`config.mk`:
```
export PLATFORM = sky130hd
export DESIGN_NAME = westwood_congestion_window_top
export DESIGN_NICKNAME = d
export VERILOG_FILES = /design/src/hdl/wcw_pkg.sv /design/src/hdl/wcw_divider.sv /design/src/hdl/wcw_datapath.sv /design/src/hdl/wcw_controller.sv /design/src/hdl/westwood_congestion_window_top.sv
export SDC_FILE = /design/constraint.sdc
export NUM_CORES = 2
export LEC_CHECK = 0
export BUFFER_PORTS_ARGS = -buffer_cell sky130_fd_sc_hd__buf_2
export CAP_MARGIN = 30
export CORE_MARGIN = 10
export CORE_UTILIZATION = 40
export CTS_BUF_LIST = sky130_fd_sc_hd__clkbuf_16
export DETAILED_ROUTE_END_ITERATION = 16
export REMOVE_ABC_BUFFERS = 1
export SLEW_MARGIN = 20
export SYNTH_ARGS = -nofsm -noshare
export SYNTH_HDL_FRONTEND = slang
export SYNTH_SLANG_ARGS = --single-unit
```
`constraint.sdc`:
```
create_clock -name clk -period 14.3 [get_ports clk]
set_input_delay 2.86 -clock clk [delete_from_list [all_inputs] [get_ports clk]]
set_output_delay 2.86 -clock clk [all_outputs]
set_load 0.05 [all_outputs]
```
`src/hdl/wcw_pkg.sv`:
```
// package for the westwood congestion window block
// holds shared constants, datapath command and status types; no dependencies
`timescale 1ns / 1ps

package wcw_pkg;

    localparam logic [31:0] TICKS_PER_SECOND = 32'd1000;
    localparam logic [31:0] AVERAGE_WEIGHT   = 32'd8;

    localparam logic [31:0] WINDOW_RESET    = 32'd10;
    localparam logic [31:0] THRESHOLD_RESET = 32'h7FFF_FFFF;
    localparam logic [31:0] NO_RTT          = 32'hFFFF_FFFF;
    localparam logic [31:0] BW_RESET        = 32'd100;
    localparam logic [15:0] SEGMENT_RESET   = 16'd1460;
    localparam logic [31:0] MIN_WINDOW      = 32'd2;

    localparam logic [1:0] ACT_ACK    = 2'd0;
    localparam logic [1:0] ACT_UPDATE = 2'd1;
    localparam logic [1:0] ACT_LOSS   = 2'd2;
    localparam logic [1:0] ACT_SET    = 2'd3;

    localparam int DIV_W   = 32;
    localparam int DIV_CNT = $clog2(DIV_W + 1);

    // division operand selects
    typedef enum logic [1:0] {
        DSEL_RATE,
        DSEL_GROW,
        DSEL_LOSS
    } div_sel_t;

    typedef struct packed {
        logic     load;
        logic     ack_pre;
        logic     div_start;
        div_sel_t div_sel;
        logic     rate_done;
        logic     grow_done;
        logic     grow_add;
        logic     loss_done;
        logic     loss_half;
        logic     set_done;
        logic     out_load;
    } dp_cmd_t;

    typedef struct packed {
        logic [1:0] action;
        logic       take_rate;
        logic       slow_start;
        logic       loss_est;
        logic       div_busy;
    } dp_status_t;

endpackage

```
`src/hdl/wcw_divider.sv`:
```
// restoring divider, one quotient bit per cycle
// depends on wcw_pkg
`timescale 1ns / 1ps

module wcw_divider
(
    input  logic        clk,
    input  logic        rst_n,
    input  logic        start,
    input  logic [31:0] dividend,
    input  logic [31:0] divisor,
    output logic        busy,
    output logic [31:0] quotient
);
    import wcw_pkg::*;

    logic [DIV_W-1:0]   quo_reg;
    logic [DIV_W:0]     rem_reg;
    logic [DIV_W-1:0]   dsr_reg;
    logic [DIV_CNT-1:0] cnt_reg;
    logic               busy_reg;
    logic [DIV_W:0]     trial;
    logic [DIV_W:0]     diff;

    assign trial    = {rem_reg[DIV_W-1:0], quo_reg[DIV_W-1]};
    assign diff     = trial - {1'b0, dsr_reg};
    assign busy     = busy_reg;
    assign quotient = quo_reg;

    always_ff @(posedge clk or negedge rst_n)
    begin
        if (!rst_n)
        begin
            busy_reg <= 1'b0;
            cnt_reg  <= '0;
        end
        else if (start)
        begin
            busy_reg <= 1'b1;
            cnt_reg  <= DIV_CNT'(DIV_W);
        end
        else if (busy_reg)
        begin
            cnt_reg <= cnt_reg - 1'b1;
            if (cnt_reg == DIV_CNT'(1))
            begin
                busy_reg <= 1'b0;
            end
        end
    end

    always_ff @(posedge clk)
    begin
        if (start)
        begin
            quo_reg <= dividend;
            rem_reg <= '0;
            dsr_reg <= divisor;
        end
        else if (busy_reg)
        begin
            if (!diff[DIV_W])
            begin
                rem_reg <= diff;
                quo_reg <= {quo_reg[DIV_W-2:0], 1'b1};
            end
            else
            begin
                rem_reg <= trial;
                quo_reg <= {quo_reg[DIV_W-2:0], 1'b0};
            end
        end
    end

endmodule

```
`src/hdl/wcw_datapath.sv`:
```
// datapath: connection state, multipliers, shared divider, result registers
// depends on wcw_pkg and wcw_divider
`timescale 1ns / 1ps

module wcw_datapath
(
    input  logic                clk,
    input  logic                rst_n,
    input  wcw_pkg::dp_cmd_t    cmd,
    output wcw_pkg::dp_status_t status,
    input  logic [15:0]         mss,
    input  logic [1:0]          action,
    input  logic [31:0]         new_bytes,
    input  logic [63:0]         cur_tick,
    input  logic [31:0]         rtt_sample,
    input  logic [15:0]         new_segments,
    input  logic [31:0]         cwnd_in,
    output logic [31:0]         cwnd_out,
    output logic [31:0]         ssthresh_out,
    output logic [31:0]         bw_estimate
);
    import wcw_pkg::*;

    logic [1:0]  act_reg;
    logic [31:0] bytes_reg;
    logic [63:0] now_reg;
    logic [31:0] rtt_reg;
    logic [15:0] segs_reg;
    logic [31:0] cw_reg;

    logic [31:0] window_reg;
    logic [31:0] thresh_reg;
    logic [31:0] minrtt_reg;
    logic [31:0] bw_reg;
    logic [63:0] last_reg;
    logic        have_reg;

    logic [31:0] num_reg;
    logic [31:0] span_reg;
    logic        take_reg;
    logic        est_reg;

    logic [31:0] cwnd_out_reg;
    logic [31:0] thresh_out_reg;
    logic [31:0] bw_out_reg;

    logic [63:0] span64;
    logic [31:0] span;
    logic [31:0] cw_nz;
    logic [31:0] div_a;
    logic [31:0] div_b;
    logic        div_busy;
    logic [31:0] quo;
    logic [31:0] acc;
    logic [31:0] grown;

    assign span64 = now_reg - last_reg;
    assign span   = span64[31:0];
    assign cw_nz  = (cw_reg == '0) ? 32'd1 : cw_reg;

    always_comb
    begin
        case (cmd.div_sel)
            DSEL_RATE:
            begin
                div_a = num_reg;
                div_b = span_reg;
            end
            DSEL_GROW:
            begin
                div_a = {16'd0, segs_reg};
                div_b = cw_nz;
            end
            default:
            begin
                div_a = num_reg;
                div_b = {16'd0, mss};
            end
        endcase
    end

    wcw_divider u_div
    (
        .clk      (clk),
        .rst_n    (rst_n),
        .start    (cmd.div_start),
        .dividend (div_a),
        .divisor  (div_b),
        .busy     (div_busy),
        .quotient (quo)
    );

    assign acc   = bw_reg * (AVERAGE_WEIGHT - 32'd1) + quo;
    assign grown = cw_nz + quo;

    assign status.action     = act_reg;
    assign status.take_rate  = take_reg;
    assign status.slow_start = cw_reg < thresh_reg;
    assign status.loss_est   = est_reg;
    assign status.div_busy   = div_busy;

    assign cwnd_out     = cwnd_out_reg;
    assign ssthresh_out = thresh_out_reg;
    assign bw_estimate  = bw_out_reg;

    always_ff @(posedge clk)
    begin
        if (cmd.load)
        begin
            act_reg   <= action;
            bytes_reg <= new_bytes;
            now_reg   <= cur_tick;
            rtt_reg   <= rtt_sample;
            segs_reg  <= new_segments;
            cw_reg    <= cwnd_in;
        end
        if (cmd.ack_pre)
        begin
            num_reg  <= bytes_reg * TICKS_PER_SECOND;
            span_reg <= span;
            take_reg <= (last_reg != '0) && (now_reg > last_reg) && (span != '0);
        end
        if (cmd.load && action == ACT_LOSS)
        begin
            num_reg <= bw_reg * minrtt_reg;
            est_reg <= (bw_reg != '0) && (minrtt_reg != '0) && (minrtt_reg != NO_RTT)
                       && (mss != '0);
        end
    end

    always_ff @(posedge clk or negedge rst_n)
    begin
        if (!rst_n)
        begin
            window_reg     <= WINDOW_RESET;
            thresh_reg     <= THRESHOLD_RESET;
            minrtt_reg     <= NO_RTT;
            bw_reg         <= BW_RESET;
            last_reg       <= '0;
            have_reg       <= 1'b0;
            cwnd_out_reg   <= '0;
            thresh_out_reg <= '0;
            bw_out_reg     <= '0;
        end
        else
        begin
            if (cmd.ack_pre)
            begin
                if (rtt_reg != '0 && rtt_reg < minrtt_reg)
                begin
                    minrtt_reg <= rtt_reg;
                end
                last_reg <= now_reg;
            end
            if (cmd.rate_done)
            begin
                bw_reg   <= have_reg ? acc / AVERAGE_WEIGHT : quo;
                have_reg <= 1'b1;
            end
            if (cmd.grow_done)
            begin
                if (cmd.grow_add)
                begin
                    window_reg <= cw_reg + {16'd0, segs_reg};
                end
                else
                begin
                    window_reg <= (grown < MIN_WINDOW) ? MIN_WINDOW : grown;
                end
            end
            if (cmd.loss_done)
            begin
                if (cmd.loss_half)
                begin
                    window_reg <= (cw_reg[31:1] < MIN_WINDOW) ? MIN_WINDOW
                                                              : {1'b0, cw_reg[31:1]};
                    thresh_reg <= (cw_reg[31:1] < MIN_WINDOW) ? MIN_WINDOW
                                                              : {1'b0, cw_reg[31:1]};
                end
                else
                begin
                    window_reg <= (quo < MIN_WINDOW) ? MIN_WINDOW : quo;
                    thresh_reg <= (quo < MIN_WINDOW) ? MIN_WINDOW : quo;
                end
            end
            if (cmd.set_done)
            begin
                window_reg <= cw_reg;
            end
            if (cmd.out_load)
            begin
                cwnd_out_reg   <= window_reg;
                thresh_out_reg <= thresh_reg;
                bw_out_reg     <= bw_reg;
            end
        end
    end

endmodule

```
`src/hdl/wcw_controller.sv`:
```
// controller state machine sequencing one event through the datapath
// depends on wcw_pkg
`timescale 1ns / 1ps

module wcw_controller
(
    input  logic                clk,
    input  logic                rst_n,
    input  logic                in_valid,
    output logic                in_ready,
    output logic                out_valid,
    input  logic                out_ready,
    output wcw_pkg::dp_cmd_t    cmd,
    input  wcw_pkg::dp_status_t status
);
    import wcw_pkg::*;

    typedef enum logic [3:0] {
        ST_IDLE,
        ST_DISPATCH,
        ST_ACK_PRE,
        ST_RATE_START,
        ST_RATE_WAIT,
        ST_GROW,
        ST_GROW_WAIT,
        ST_LOSS_WAIT,
        ST_DONE
    } state_t;

    state_t state_reg;
    logic   out_valid_reg;
    logic   accept;

    assign accept    = in_valid && in_ready;
    assign in_ready  = (state_reg == ST_IDLE);
    assign out_valid = out_valid_reg;

    always_comb
    begin
        cmd         = '0;
        cmd.div_sel = DSEL_RATE;
        cmd.load    = accept;
        case (state_reg)
            ST_DISPATCH:
            begin
                if (status.action == ACT_ACK)
                begin
                    cmd.ack_pre = 1'b1;
                end
                else if (status.action == ACT_LOSS && status.loss_est)
                begin
                    cmd.div_start = 1'b1;
                    cmd.div_sel   = DSEL_LOSS;
                end
                else if (status.action == ACT_LOSS)
                begin
                    cmd.loss_done = 1'b1;
                    cmd.loss_half = 1'b1;
                end
                else if (status.action == ACT_SET)
                begin
                    cmd.set_done = 1'b1;
                end
            end
            ST_RATE_START:
            begin
                cmd.div_start = status.take_rate;
                cmd.div_sel   = DSEL_RATE;
            end
            ST_RATE_WAIT:
            begin
                cmd.rate_done = !status.div_busy;
            end
            ST_GROW:
            begin
                if (status.slow_start)
                begin
                    cmd.grow_done = 1'b1;
                    cmd.grow_add  = 1'b1;
                end
                else
                begin
                    cmd.div_start = 1'b1;
                    cmd.div_sel   = DSEL_GROW;
                end
            end
            ST_GROW_WAIT:
            begin
                cmd.grow_done = !status.div_busy;
            end
            ST_LOSS_WAIT:
            begin
                cmd.loss_done = !status.div_busy;
            end
            ST_DONE:
            begin
                cmd.out_load = !out_valid_reg || out_ready;
            end
            default:
            begin
            end
        endcase
    end

    always_ff @(posedge clk or negedge rst_n)
    begin
        if (!rst_n)
        begin
            state_reg     <= ST_IDLE;
            out_valid_reg <= 1'b0;
        end
        else
        begin
            if (cmd.out_load)
            begin
                out_valid_reg <= 1'b1;
            end
            else if (out_valid_reg && out_ready)
            begin
                out_valid_reg <= 1'b0;
            end
            case (state_reg)
                ST_IDLE:
                begin
                    if (accept)
                    begin
                        state_reg <= ST_DISPATCH;
                    end
                end
                ST_DISPATCH:
                begin
                    case (status.action)
                        ACT_ACK:    state_reg <= ST_RATE_START;
                        ACT_UPDATE: state_reg <= ST_GROW;
                        ACT_LOSS:   state_reg <= status.loss_est ? ST_LOSS_WAIT : ST_DONE;
                        default:    state_reg <= ST_DONE;
                    endcase
                end
                ST_RATE_START:
                begin
                    state_reg <= status.take_rate ? ST_RATE_WAIT : ST_GROW;
                end
                ST_RATE_WAIT:
                begin
                    if (!status.div_busy)
                    begin
                        state_reg <= ST_GROW;
                    end
                end
                ST_GROW:
                begin
                    state_reg <= status.slow_start ? ST_DONE : ST_GROW_WAIT;
                end
                ST_GROW_WAIT:
                begin
                    if (!status.div_busy)
                    begin
                        state_reg <= ST_DONE;
                    end
                end
                ST_LOSS_WAIT:
                begin
                    if (!status.div_busy)
                    begin
                        state_reg <= ST_DONE;
                    end
                end
                ST_DONE:
                begin
                    if (cmd.out_load)
                    begin
                        state_reg <= ST_IDLE;
                    end
                end
                default:
                begin
                    state_reg <= ST_IDLE;
                end
            endcase
        end
    end

endmodule

```
`src/hdl/westwood_congestion_window_top.sv`:
```
// an ack needs up to two divisions on one shared restoring divider (rate, then
// window growth), an update up to one, a loss with an estimate one, other
// events none; one event at a time, and a finished event waits while the
// previous result is still not taken
// top level: apb register, controller and datapath; depends on wcw_pkg, wcw_controller and wcw_datapath
`timescale 1ns / 1ps

module westwood_congestion_window_top
(
    input  logic        clk,
    input  logic        rst_n,
    input  logic        psel,
    input  logic        penable,
    input  logic        pwrite,
    input  logic [1:0]  paddr,
    input  logic [31:0] pwdata,
    output logic [31:0] prdata,
    output logic        pready,
    input  logic        in_valid,
    output logic        in_ready,
    input  logic [1:0]  action,
    input  logic [31:0] new_bytes,
    input  logic [63:0] cur_tick,
    input  logic [31:0] rtt_sample,
    input  logic [15:0] new_segments,
    input  logic [31:0] cwnd_in,
    output logic        out_valid,
    input  logic        out_ready,
    output logic [31:0] cwnd_out,
    output logic [31:0] ssthresh_out,
    output logic [31:0] bw_estimate
);
    import wcw_pkg::*;

    logic [15:0] seg_reg;
    dp_cmd_t     cmd;
    dp_status_t  status;

    assign pready = 1'b1;
    assign prdata = (paddr == 2'd0) ? {16'd0, seg_reg} : 32'd0;

    always_ff @(posedge clk or negedge rst_n)
    begin
        if (!rst_n)
        begin
            seg_reg <= SEGMENT_RESET;
        end
        else if (psel && penable && pwrite && paddr == 2'd0)
        begin
            seg_reg <= pwdata[15:0];
        end
    end

    wcw_controller u_ctrl
    (
        .clk       (clk),
        .rst_n     (rst_n),
        .in_valid  (in_valid),
        .in_ready  (in_ready),
        .out_valid (out_valid),
        .out_ready (out_ready),
        .cmd       (cmd),
        .status    (status)
    );

    wcw_datapath u_dp
    (
        .clk          (clk),
        .rst_n        (rst_n),
        .cmd          (cmd),
        .status       (status),
        .mss          (seg_reg),
        .action       (action),
        .new_bytes    (new_bytes),
        .cur_tick     (cur_tick),
        .rtt_sample   (rtt_sample),
        .new_segments (new_segments),
        .cwnd_in      (cwnd_in),
        .cwnd_out     (cwnd_out),
        .ssthresh_out (ssthresh_out),
        .bw_estimate  (bw_estimate)
    );

endmodule

```
Word level (Yosys, flattened, before mapping)
Cells that the tools add are included.
{ "classes": {"n_eq_ne": 18, "reduce_logical": 34, "n_addsub": 6, "n_mux": 53, "multipliers": 3, "order_cmp": 6} }
{ "op_table": {"columns": ["op", "n"], "rows": [
  ["32-bit two-way mux", 15],
  ["32-bit nonzero test", 4],
  ["32-bit adder", 2],
  ["64-bit > comparator", 1],
  ["32-bit by 2-bit < comparator with 1-bit output, second input constant", 2],
  ["32-bit < comparator", 2],
  ["32-bit one-hot mux with 2 select lines", 1],
  ["64-bit nonzero test", 1],
  ["33-bit by 32-bit subtractor with 33-bit output", 1],
  ["32-bit by 16-bit adder with 32-bit output", 1],
  ["32-bit zero test", 1],
  ["32-bit by 3-bit multiplier with 32-bit output, second input constant", 1],
  ["32-bit by 32-bit multiplier with 32-bit output", 1],
  ["32-bit by 7-bit multiplier with 29-bit output, second input constant", 1],
  ["32-bit inequality test, second input constant", 1],
  ["32-bit subtractor", 1],
  ["31-bit by 2-bit < comparator with 1-bit output, second input constant", 1],
  ["31-bit two-way mux", 1],
  ["4-bit one-hot mux with 7 select lines", 1],
  ["4-bit two-way mux", 6],
  ["4-bit by 3-bit == test with 1-bit output, second input constant", 4],
  ["16-bit two-way mux", 1],
  ["16-bit nonzero test", 1],
  ["3-bit two-way mux", 5],
  ["other kinds (24)", 64]
]} }
{ "totals": {"out_inout_bits": 131, "reg_bits": 657, "word_cells": 147, "input_bits": 219} }

Depth between registers and ports, before layout
{ "logic_depth": {"depth_word": 9, "mapped_depth": 30, "mapped_depth_nobuf": 28} }

Cells and area by module
From an unflattened synthesis, not the netlist that was laid out.
{ "hier_totals": {"hier_cells": 5631, "area_unflattened_um2": 56565.5} }
{ "modules_own_cells": {"columns": ["module", "instances", "seq_area_each_um2", "cells_per_inst", "area_per_inst_um2"], "rows": [
  ["wcw_datapath", 1, 14554.0, 4931, 49203.4],
  ["wcw_divider", 1, 2737.6, 564, 5939.4],
  ["westwood_congestion_window_top", 1, 407.9, 72, 918.4],
  ["wcw_controller", 1, 125.1, 64, 504.2]
]} }

Least setup slack after synthesis
OpenSTA, ideal clock, no wires.
{ "synth_timing": {"kind": "input-to-reg", "start": "in in_valid", "end": "reg u_dp.num_reg[0] (enable)", "arrival_time_ps": 8697, "path_stages": 4, "path_slack_ps": 5214, "setup_ps": 389, "required_time_ps": 13911, "path_buffers": 1, "path_cell_list": "and2_1 nand3b_1 clkbuf_1 nand2_1"} }
{ "synth_via": {"elab_chain_cells": 3} }
{ "synth_lines": {"columns": ["element", "line_no", "text"], "rows": [
  ["start, declared", "westwood_congestion_window_top.sv:19", "input logic in_valid,"],
  ["1-bit logical AND", "wcw_controller.sv:34", "assign accept = in_valid && in_ready;"],
  ["1-bit logical AND", "wcw_datapath.sv:123", "if (cmd.load && action == ACT_LOSS)"],
  ["2-bit nonzero test (no source line)", null, null],
  ["end signal, assigned", "wcw_datapath.sv:119", "num_reg <= bytes_reg * TICKS_PER_SECOND;"],
  ["end signal, assigned", "wcw_datapath.sv:125", "num_reg <= bw_reg * minrtt_reg;"],
  ["end, declared", "wcw_datapath.sv:38", "logic [31:0] num_reg;"]
]} }
No other way between the ends.
A chain may end at the register's enable or synchronous reset.

Final worst setup path
{ "layout_timing": {"start": "reg u_dp.bw_reg[6]", "end": "reg u_dp.num_reg[25] (data pin)"} }
{ "layout_via": {"elab_chain_cells": 2} }
{ "layout_lines": {"columns": ["element", "line_no", "text"], "rows": [
  ["start, declared", "wcw_datapath.sv:34", "logic [31:0] bw_reg;"],
  ["start signal, assigned", "wcw_datapath.sv:157", "bw_reg <= have_reg ? acc / AVERAGE_WEIGHT : quo;"],
  ["32-bit by 32-bit multiplier with 32-bit output", "wcw_datapath.sv:125", null],
  ["32-bit two-way mux", "wcw_datapath.sv:123", null]
]} }
No other way between the ends.

==> impl_metrics.toml <==
[sta]
maxClockFrequency_mhz = 110
grt_setup_unrepaired = "no"
transition_at_the_pin_with_the_smallest_max_transition_slack_ps = 951
finalWorstSetupSlack_ps = 5230
layout_worst_path_cycle_share_pct = 63.4
timing.final.max_slew_violations = 0
hold_slack_ps = 475
hold_viol_final = 0
timing.final.crit_period_ps = 9070
slew-limit-headroom_pct = 36.6
skew_ps = 40.6
final.setup.tns_ps = 0
final-setup-viol-count = 0

[synth]
synth.area.mux_share_pct = 2.46
synth.top_cells.by_area = "sky130_fd_sc_hd__fa_1 (20%), sky130_fd_sc_hd__edfxtp_1 (17%), sky130_fd_sc_hd__dfrtp_1 (11%), sky130_fd_sc_hd__ha_1 (9.8%), sky130_fd_sc_hd__inv_1 (4.9%)"
post-synth-top-area-cell = "sky130_fd_sc_hd__fa_1"
basic_gate_share_of_the_synthesized_area_counting_and_or_nand_and_nor_cells_pct = 12.8
synth_largest_type_area_fraction_pct = 20.3
sequential_cell_area_fraction_in_the_yosys_report_pct = 32.2
dominant_combinational_cell_family_by_area_after_synthesis = "adder cells"
post_synth.cell_area_avg_um2 = 9.77
synthAdderAreaFrac_pct = 30.1
synth_xor_xnor_area_share_pct = 3.83
synthFlopType = "sky130_fd_sc_hd__edfxtp_1"
synth.cells.most_frequent = "sky130_fd_sc_hd__inv_1 (722), sky130_fd_sc_hd__nand2_1 (617), sky130_fd_sc_hd__fa_1 (561), sky130_fd_sc_hd__nor2_1 (503), sky130_fd_sc_hd__ha_1 (432)"
synth.lib_cells_used.distinct = 85
synth_most_common_cell = "sky130_fd_sc_hd__inv_1"
synth_area_um2 = 55400
yosysWarnings = 0
synth-compound-area-share_pct = 11.6
cells_after_synthesis = 5665
synth_enable_flop_cells = 305
postSynthRegisterBits = 654
postSynth.asyncResetShare_pct = 48.5

[worst_setup_path]
arrival_ps = 9480
worst-endpoint-required_ps = 14710
setup.worst_path.end_class = "flip-flop"
cp_max_fo = 18
worst_setup_path_start_kind = "flip-flop"
worst-setup-path-type = "reg -> reg"

[clocking]
clk_path_buf_depth = 3
number_of_buffers_inserted_to_repair_setup_after_cts = 0
cts_made_buffers = 78
cts_tree = "done"
cts_hold_buffers = 0
root_buffer = "sky130_fd_sc_hd__clkbuf_16"
cts_max_level = 3
cts-resized-gates = 0
clkSinkCount = 654
worst_skew_pair.late_latency_ps = 700
clkTransAtPathRegs_ps = 60

[flow_run]
max_cap_viol_count = 0

[floorplan]
total_die_area_um2 = 154000
fp.dieH_um = 392
floorplan.io_pins = 350
floorplan.initialDensity_pct = 40.3
floorplan.rows = 136
die_w_um = 392
coreArea_um2 = 137000

[route]
drt-wirelength-per-cell_um = 22.6
dr.pass1.iters = 9
drcViolationCount = 0
route.antenna.remaining_nets = 0
vias = 42638
vias_per_cell = 5.51
drt_iter0_markers = 3590
routed_wirelength_mm = 175

[grt]
first_pass_grt_wire_length_mm = 267
first_global_vias = 43530
grt_util_all_layers_pct = 22.6
grt_antenna_before_repair = 19
grt_max_degree = 118
global_route.overflow_total = 0

[placed_design]
port_buffers = 313
gp_routability_congestion = 0.929
preCtsSetupSlack_ps = 5320
dp_hpwl_mm = 135

[final_layout]
layout.core_utilization_pct = 44.7
share_of_post_route_cells_with_drive_strength_above_1_pct = 12.0
areaGrowthSynthToFinish_pct = 11.0
final_net_count = 7088

[outcome]
outcome = "finished clean"

[hold_path]
worstHoldPathType = "reg -> reg"
-- path summary, 6_finish.rpt --
kind	startpoint	endpoint	slack (ps)	cells past startpoint
setup / recovery	u_dp.bw_reg[6]$_DFFE_PN1P_	u_dp.num_reg[25]$_DFFE_PP_	5230	25
hold / removal	u_dp.ssthresh_out[31]$_DFFE_PN0P_	u_dp.ssthresh_out[31]$_DFFE_PN0P_	470	2
setup reg to reg	u_dp.bw_reg[6]$_DFFE_PN1P_	u_dp.num_reg[25]$_DFFE_PP_	5230	25
hold reg to reg	u_dp.ssthresh_out[31]$_DFFE_PN0P_	u_dp.ssthresh_out[31]$_DFFE_PN0P_	470	2
max in group asynchronous	rst_n	u_dp.bw_reg[30]$_DFFE_PN0P_	10640	2
min in group asynchronous	rst_n	u_dp.last_reg[39]$_DFFE_PN0P_	2170	1
-- routing by layer --
metal	track usage (%)	part of all wire, %
met2	35.3	45
met4	7.87	3.8
met5	0	0.065
met3	5.00	8.4
met1	30.9	43
-- worst max-delay path, cell delays in order, from the launching register on --
cell                        delay (ps)
sky130_fd_sc_hd__dfstp_2           910
sky130_fd_sc_hd__clkinv_1          860
sky130_fd_sc_hd__nor2_1            370
sky130_fd_sc_hd__fa_1              450
sky130_fd_sc_hd__inv_1              90
sky130_fd_sc_hd__fa_1              420
sky130_fd_sc_hd__fa_1              550
sky130_fd_sc_hd__inv_1              50
sky130_fd_sc_hd__fa_1              440
sky130_fd_sc_hd__ha_1              310
sky130_fd_sc_hd__ha_1              280
sky130_fd_sc_hd__inv_1              50
sky130_fd_sc_hd__fa_1              500
sky130_fd_sc_hd__fa_1              550
sky130_fd_sc_hd__inv_1              40
sky130_fd_sc_hd__ha_1              250
sky130_fd_sc_hd__a2111oi_0         790
sky130_fd_sc_hd__o211ai_1          250
sky130_fd_sc_hd__a31oi_1           370
sky130_fd_sc_hd__o211ai_1          170
sky130_fd_sc_hd__a31oi_1           280
sky130_fd_sc_hd__o21bai_1          100
sky130_fd_sc_hd__a21oi_1           180
sky130_fd_sc_hd__xor2_1            250
sky130_fd_sc_hd__nor2_1             70
sky130_fd_sc_hd__a31o_2            220
-- placed cells by master, fill, tap and decap left out, types with 87 or more instances in the layout --
master,n
sky130_fd_sc_hd__xnor2_1,165
sky130_fd_sc_hd__fa_1,561
sky130_fd_sc_hd__o21ai_0,328
sky130_fd_sc_hd__mux2_2,87
sky130_fd_sc_hd__buf_2,313
sky130_fd_sc_hd__a21oi_1,253
sky130_fd_sc_hd__inv_1,735
sky130_fd_sc_hd__nor2_1,502
sky130_fd_sc_hd__nand2_1,616
sky130_fd_sc_hd__ha_1,432
sky130_fd_sc_hd__edfxtp_1,305
sky130_fd_sc_hd__dfrtp_1,243
-- stage by stage --
step	instance area [um2]	instances
after global routing	61400	7740
after global placement	58800	7586
after CTS	61300	7733
after detailed placement	58800	7587
after floorplan	54300	5394
final	61400	7742
-- cell type report --
type,count,area (um2)
clock buffers,80,2000
repair buffers,402,2310
fillers,13250,76100
flip-flops and latches,654,17800
diodes,6,15.0
well taps,1794,2240
inverters,740,2780
multi-input cells,4000,33700
clock inverters,66,546
-- cell families (layout without fill, tap and decap cells) --
family,count (synthesis),after routing
buf+inv,1026,1288
compound gates,1029,1029
other cells,2,23
flops,654,654
mux,125,125
simple gates,1594,1594
fa+ha+maj,993,993
xor+xnor,242,242
Power is left out: the tool's default activity adds up to more than one toggle a clock period on the data nets, which glitch-free logic cannot reach.
